<file path="config.mk">
export PLATFORM = sky130hd
export DESIGN_NAME = imge_ctrl
export DESIGN_NICKNAME = d
export VERILOG_FILES = /design/src/rtl/imge_pkg.sv /design/src/rtl/imge_ctrl.sv
export SDC_FILE = /design/constraint.sdc
export NUM_CORES = 1
export LEC_CHECK = 0
export BUFFER_PORTS_ARGS = -buffer_cell sky130_fd_sc_hd__buf_2
export CAP_MARGIN = 20
export CORE_AREA = 5 5 42 44
export CTS_BUF_LIST = sky130_fd_sc_hd__clkbuf_8
export CTS_CLUSTER_SIZE = 28
export DETAILED_ROUTE_END_ITERATION = 10
export DIE_AREA = 0 0 47 49
export GPL_ROUTABILITY_DRIVEN = 0
export PLACE_DENSITY = 0.67
export SKIP_CTS_REPAIR_TIMING = 1
export SLEW_MARGIN = 25
export SYNTH_ARGS = -nofsm -noshare
export SYNTH_HDL_FRONTEND = slang
export SYNTH_SLANG_ARGS = --single-unit
</file>
<file path="constraint.sdc">
create_clock -name i_clk -period 1.8 [get_ports i_clk]
set_input_delay 0 -clock i_clk [delete_from_list [all_inputs] [get_ports i_clk]]
set_output_delay 0 -clock i_clk [all_outputs]
set_load 0.03 [all_outputs]
</file>
<file path="src/rtl/imge_pkg.sv">
// ----------------------------------------------------------------------------
// imge_pkg
// shared types and constants of the incidence matrix graph engine
// ----------------------------------------------------------------------------
package imge_pkg;

    localparam int FUNC_W     = 2;
    localparam int VTX_W      = 6;
    localparam int EDGE_IDX_W = 9;
    localparam int VALUE_W    = 10;
    localparam int VCNT_W     = 7;
    localparam int ECNT_W     = 10;
    localparam int CFG_IDX_W  = 1;
    localparam int CFG_DATA_W = 10;

    // request kinds
    typedef enum logic [FUNC_W-1:0] {
        FUNC_ADD    = 2'd0,
        FUNC_DEGREE = 2'd1,
        FUNC_ADJ    = 2'd2,
        FUNC_LIST   = 2'd3
    } t_func;

    // configuration register indexes
    typedef enum logic [CFG_IDX_W-1:0] {
        CFG_VERTEX_COUNT = 1'b0,
        CFG_EDGE_COUNT   = 1'b1
    } t_cfg_idx;

    // kind of result loaded into the output register
    typedef enum logic [2:0] {
        RES_ERR,
        RES_ADD,
        RES_DEGREE,
        RES_ADJ,
        RES_EMPTY,
        RES_NEIGHBOUR
    } t_res;

    typedef enum logic [3:0] {
        S_CLEAR,
        S_IDLE,
        S_DECODE,
        S_ADD_WR,
        S_SCAN,
        S_DRAIN,
        S_MASK,
        S_CHECK,
        S_EMIT,
        S_RESULT
    } t_state;

    // controller to datapath
    typedef struct packed {
        logic clr_step;
        logic load_in;
        logic add_read;
        logic add_write;
        logic scan_start;
        logic scan_step;
        logic mask_reach;
        logic emit_start;
        logic emit_step;
        logic out_load;
        t_res res_kind;
    } t_cmd;

    // datapath to controller
    typedef struct packed {
        logic  clr_done;
        logic  err;
        t_func func;
        logic  scan_empty;
        logic  scan_last;
        logic  reach_zero;
        logic  bit_set;
        logic  emit_last;
        logic  out_free;
    } t_stat;

endpackage

</file>
<file path="src/rtl/imge_ctrl.sv">
// ----------------------------------------------------------------------------
// imge_ctrl
// request sequencer: clearing pass, decode, column scan, neighbour walk
// ----------------------------------------------------------------------------
module imge_ctrl
    import imge_pkg::*;
(
    input  logic  i_clk,
    input  logic  i_rst_n,
    input  logic  i_in_valid,
    output logic  o_in_stall,
    input  t_stat i_stat,
    output t_cmd  o_cmd
);

    t_state r_state;
    t_state n_state;

    always_ff @(posedge i_clk) begin
        if (!i_rst_n) begin
            r_state <= S_CLEAR;
        end else begin
            r_state <= n_state;
        end
    end

    // next state
    always_comb begin
        n_state = r_state;
        unique case (r_state)
            S_CLEAR: begin
                if (i_stat.clr_done) n_state = S_IDLE;
            end
            S_IDLE: begin
                if (i_in_valid) n_state = S_DECODE;
            end
            S_DECODE: begin
                if (i_stat.err)                      n_state = S_RESULT;
                else if (i_stat.func == FUNC_ADD)    n_state = S_ADD_WR;
                else if (i_stat.scan_empty)          n_state = S_DRAIN;
                else                                 n_state = S_SCAN;
            end
            S_ADD_WR: n_state = S_RESULT;
            S_SCAN: begin
                if (i_stat.scan_last) n_state = S_DRAIN;
            end
            S_DRAIN: begin
                n_state = (i_stat.func == FUNC_LIST) ? S_MASK : S_RESULT;
            end
            S_MASK:  n_state = S_CHECK;
            S_CHECK: begin
                n_state = i_stat.reach_zero ? S_RESULT : S_EMIT;
            end
            S_EMIT: begin
                if (i_stat.bit_set && i_stat.out_free && i_stat.emit_last) begin
                    n_state = S_IDLE;
                end
            end
            S_RESULT: begin
                if (i_stat.out_free) n_state = S_IDLE;
            end
            default: n_state = S_CLEAR;
        endcase
    end

    // outputs
    always_comb begin
        o_cmd          = '0;
        o_cmd.res_kind = RES_EMPTY;
        o_in_stall     = (r_state != S_IDLE);
        unique case (r_state)
            S_CLEAR: o_cmd.clr_step = 1'b1;
            S_IDLE:  o_cmd.load_in  = i_in_valid;
            S_DECODE: begin
                o_cmd.add_read   = !i_stat.err && (i_stat.func == FUNC_ADD);
                o_cmd.scan_start = 1'b1;
            end
            S_ADD_WR: o_cmd.add_write = 1'b1;
            S_SCAN:   o_cmd.scan_step = 1'b1;
            S_DRAIN:  ;
            S_MASK:   o_cmd.mask_reach = 1'b1;
            S_CHECK:  o_cmd.emit_start = 1'b1;
            S_EMIT: begin
                if (!i_stat.bit_set) begin
                    o_cmd.emit_step = 1'b1;
                end else if (i_stat.out_free) begin
                    o_cmd.emit_step = 1'b1;
                    o_cmd.out_load  = 1'b1;
                    o_cmd.res_kind  = RES_NEIGHBOUR;
                end
            end
            S_RESULT: begin
                o_cmd.out_load = i_stat.out_free;
                priority if (i_stat.err)                o_cmd.res_kind = RES_ERR;
                else if (i_stat.func == FUNC_ADD)       o_cmd.res_kind = RES_ADD;
                else if (i_stat.func == FUNC_DEGREE)    o_cmd.res_kind = RES_DEGREE;
                else if (i_stat.func == FUNC_ADJ)       o_cmd.res_kind = RES_ADJ;
                else                                    o_cmd.res_kind = RES_EMPTY;
            end
            default: ;
        endcase
    end

endmodule
</file>
==> flow_metrics.py <==
metrics = {
    "cells_and_area": {
        "fill_cells": 160,
        "area_delta_synth_final_pct": 36.81,
        "design_area_um2": 655.6,
        "diodes": 0,
        "multiInputGateArea_um2": 349.1,
        "final_cells": 109,
        "regMostFlops": "r_state",
        "largest_reg_flops": 4,
        "nets": 110,
        "final-seq-area_um2": 81.33,
        "drive_gt1_share_pct": 37.63,
        "reg_top3": "r_state (4)",
    },
    "detailed_routing": {
        "drt-vias-per-instance": 5.266,
        "ant_nets": 0,
        "via_count": 574,
        "drtIter0Drc": 16,
        "firstDrtPassIters": 4,
        "drt-total-wl_um": 1465,
        "wl_per_cell_um": 13.44,
        "drc": 0,
    },
    "sta": {
        "slew_headroom_pct": 71.47,
        "setup_violations": 0,
        "tightestPinTransition_ps": 427.3,
        "final.setup.tns_ps": 0,
        "rsz0062_at_grt": "no",
        "fin_crit_ps": 1717,
        "maxSlewViolCount": 0,
        "period_share_pct": 95.39,
        "finClkSkew_ps": 1.766,
        "fmax_mhz": 582.4,
        "finalHoldViolCount": 0,
    },
    "worst_setup_path": {
        "cp_max_fo": 11,
        "worstPathCellList": "or4b_4 > nor3b_4 > buf_2",
        "r2r_cells": 3,
        "crit_family": "simple AND/OR/NAND/NOR gates",
        "cp-start-kind": "register",
        "cp.required_ps": 1800,
        "crit_slowest_cell": "or4b_4",
        "end_kind": "output port",
        "cp.buffers_inverters": 1,
        "r2r_end": "r_state[1]$_SDFFE_PN0P_",
        "worst-setup-path-type": "register to output port",
        "worst-endpoint-arrival_ps": 1720,
        "critical_path.max_stage_delay_ps": 620,
        "path_depth": 3,
        "rr_startpoint": "r_state[3]$_SDFFE_PN0P_",
        "r2r_slack_ps": 260,
    },
    "pwr": {
        "p_switching_uw": 375.6,
        "power.leakage_nw": 0.3382,
        "swShare_pct": 47.03,
        "p_per_area_nw_per_um2": 1218,
        "p_seq_share_pct": 21.7,
        "clkPwrFrac_pct": 23.0,
        "internal-power_uw": 423.0,
        "power_frac_comb_pct": 55.3,
        "vdd.ir_drop.worst_mv": 0.4217,
    },
    "yosys": {
        "syn-cell-area_um2": 479.2,
        "synth_commonest_cells": "7 x inv_1, 5 x nand2_1, 5 x nor2_1, 5 x nor3_1",
        "synthCells": 68,
        "ys_ff_latch": 4,
        "ys_top_cells_by_area": "dfxtp_1 17%, inv_1 5.5%, ha_1 5.2%",
        "yosysUniqueCellTypes": 33,
        "yosysSeqAreaShare_pct": 16.71,
        "ys_warn_count": 0,
        "postSynthAreaPerCell_um2": 7.047,
        "ys_async_sr_fraction_pct": 0,
        "yosysMostFrequentCell": "inv_1",
        "synth_enable_flop_cells": 0,
        "synth.largest_area_cell": "dfxtp_1",
        "synth_fp_nets": 83,
        "synth_top_flop_cell": "dfxtp_1",
        "yosysTopAreaCellShare_pct": 16.71,
    },
    "placed_design": {
        "place_area_um2": 613.1,
        "dp_cells": 106,
        "io_buffers": 26,
        "dp_hpwl_um": 1111,
    },
    "floorplan": {
        "start_util_pct": 34.20,
        "fp.dieW_um": 47,
        "coreArea_um2": 1401,
        "dieArea_um2": 2303,
        "fp.dieH_um": 49,
        "row_count": 14,
        "ioPinCount": 27,
    },
    "global_route": {
        "grt_first_pass_wirelength_um": 2470,
        "antenna_found_initial": 0,
        "grtUsageTotal_pct": 13.79,
        "grt-ovfl-total": 0,
        "grt_pass1_vias": 575,
        "grt_max_degree": 12,
    },
    "clock_network": {
        "clk_latency_ps": 210,
        "htreeDepth": 1,
        "clockBufferDepth": 2,
        "cts-root-buf": "clkbuf_8",
        "cts-buffers-inserted": 3,
        "path_clk_slew_ps": 30,
        "cts_tree": "yes",
        "cts_sinks": 4,
    },
    "worst_hold_path": {
        "holdPathEnd": "r_state[3]$_SDFFE_PN0P_",
        "hold_path_depth": 2,
        "worstHoldStart": "i_rst_n",
        "min_path_type": "input pin to register",
    },
    "job": {
        "maxCapViolCount": 0,
    },
    "status": {
        "status": "finished, final reports clean",
    },
}
[placed cells by master (no fill, tap or decap), types with 2 or more instances in the layout]
master | netlist | final
clkbuf_8 | 0 | 3
and3_1 | 2 | 2
nor3_1 | 5 | 5
nor2_1 | 5 | 5
nand3b_1 | 2 | 2
nor3b_1 | 2 | 2
nor2b_1 | 3 | 3
nand3_1 | 2 | 2
dfxtp_1 | 4 | 3
a21oi_1 | 3 | 3
inv_1 | 7 | 7
nand2_1 | 5 | 5
ha_1 | 2 | 2
buf_2 | 3 | 26
o21ai_0 | 4 | 4
[worst reg2reg max path: stages, from the launching register on]
cell and delay, ps:
dfxtp_1 430, or4b_4 620, nor3b_4 220, o311a_1 200
[layer usage]
metal / global-route usage [%] / routed length [um] / part of all wire, % / up-vias
li1: - / - / - / 293
met1: 17.76 / 584 / 40 / 248
met3: 3.321 / 157 / 11 / 4
met5: 0 / 0 / 0 / -
met4: 4.608 / 23 / 1.6 / 0
met2: 21.72 / 699 / 48 / 29
[worst max-delay path by stage]
stage | end | from
after floorplan | r_state[0]$_SDFFE_PN0P_ | r_state[3]$_SDFFE_PN0P_
after global placement | r_state[1]$_SDFFE_PN0P_ | r_state[1]$_SDFFE_PN0P_
after detailed placement | r_state[1]$_SDFFE_PN0P_ | r_state[1]$_SDFFE_PN0P_
after CTS | o_cmd[10] | r_state[1]$_SDFFE_PN0P_
after global routing | o_cmd[10] | r_state[3]$_SDFFE_PN0P_
final | o_cmd[10] | r_state[3]$_SDFFE_PN0P_
[kinds of logic after synthesis]
kind of cell / after synthesis / synth area share (%)
muxes: 1 / 2.089
and+or+nand+nor: 31 / 38.64
buffers and inverters: 12 / 11.75
AOI/OAI and AO/OA: 18 / 25.59
adders and majority gates: 2 / 5.221
DFF: 4 / 16.71
[power by group through the flow]
stage	clock network, mW	registers, mW	logic [mW]
after floorplan	0	0.120	0.388
after global placement	0	0.169	0.432
after detailed placement	0	0.172	0.436
after CTS	0.186	0.170	0.442
after global routing	0.193	0.181	0.478
final	0.184	0.173	0.442
[cell type report]
type                    count  share of cell area [%]
multi-input cells          52                   53.24
repair buffers             27                   20.99
flip-flops and latches      4                   12.40
clock buffers               3                   6.298
inverters                   7                   4.008
well taps                  16                   3.053
[stage by stage]
| stage | worst slack [ps] | power, mW | utilization (%) | hold slack (ps) |
|---|---|---|---|---|
| after global routing | 29.74 | 0.8517 | 46.79 | 55.33 |
| after detailed placement | 312.9 | 0.6077 | 43.75 | 264.4 |
| after global placement | 341.1 | 0.6010 | 43.75 | 239.8 |
| after CTS | 62.25 | 0.7987 | 46.70 | 43.77 |
| after floorplan | 25.20 | 0.5089 | - | 48.28 |
| final | 82.90 | 0.7987 | 46.79 | 41.46 |
Note: power is estimated with default switching activity, not from simulation.
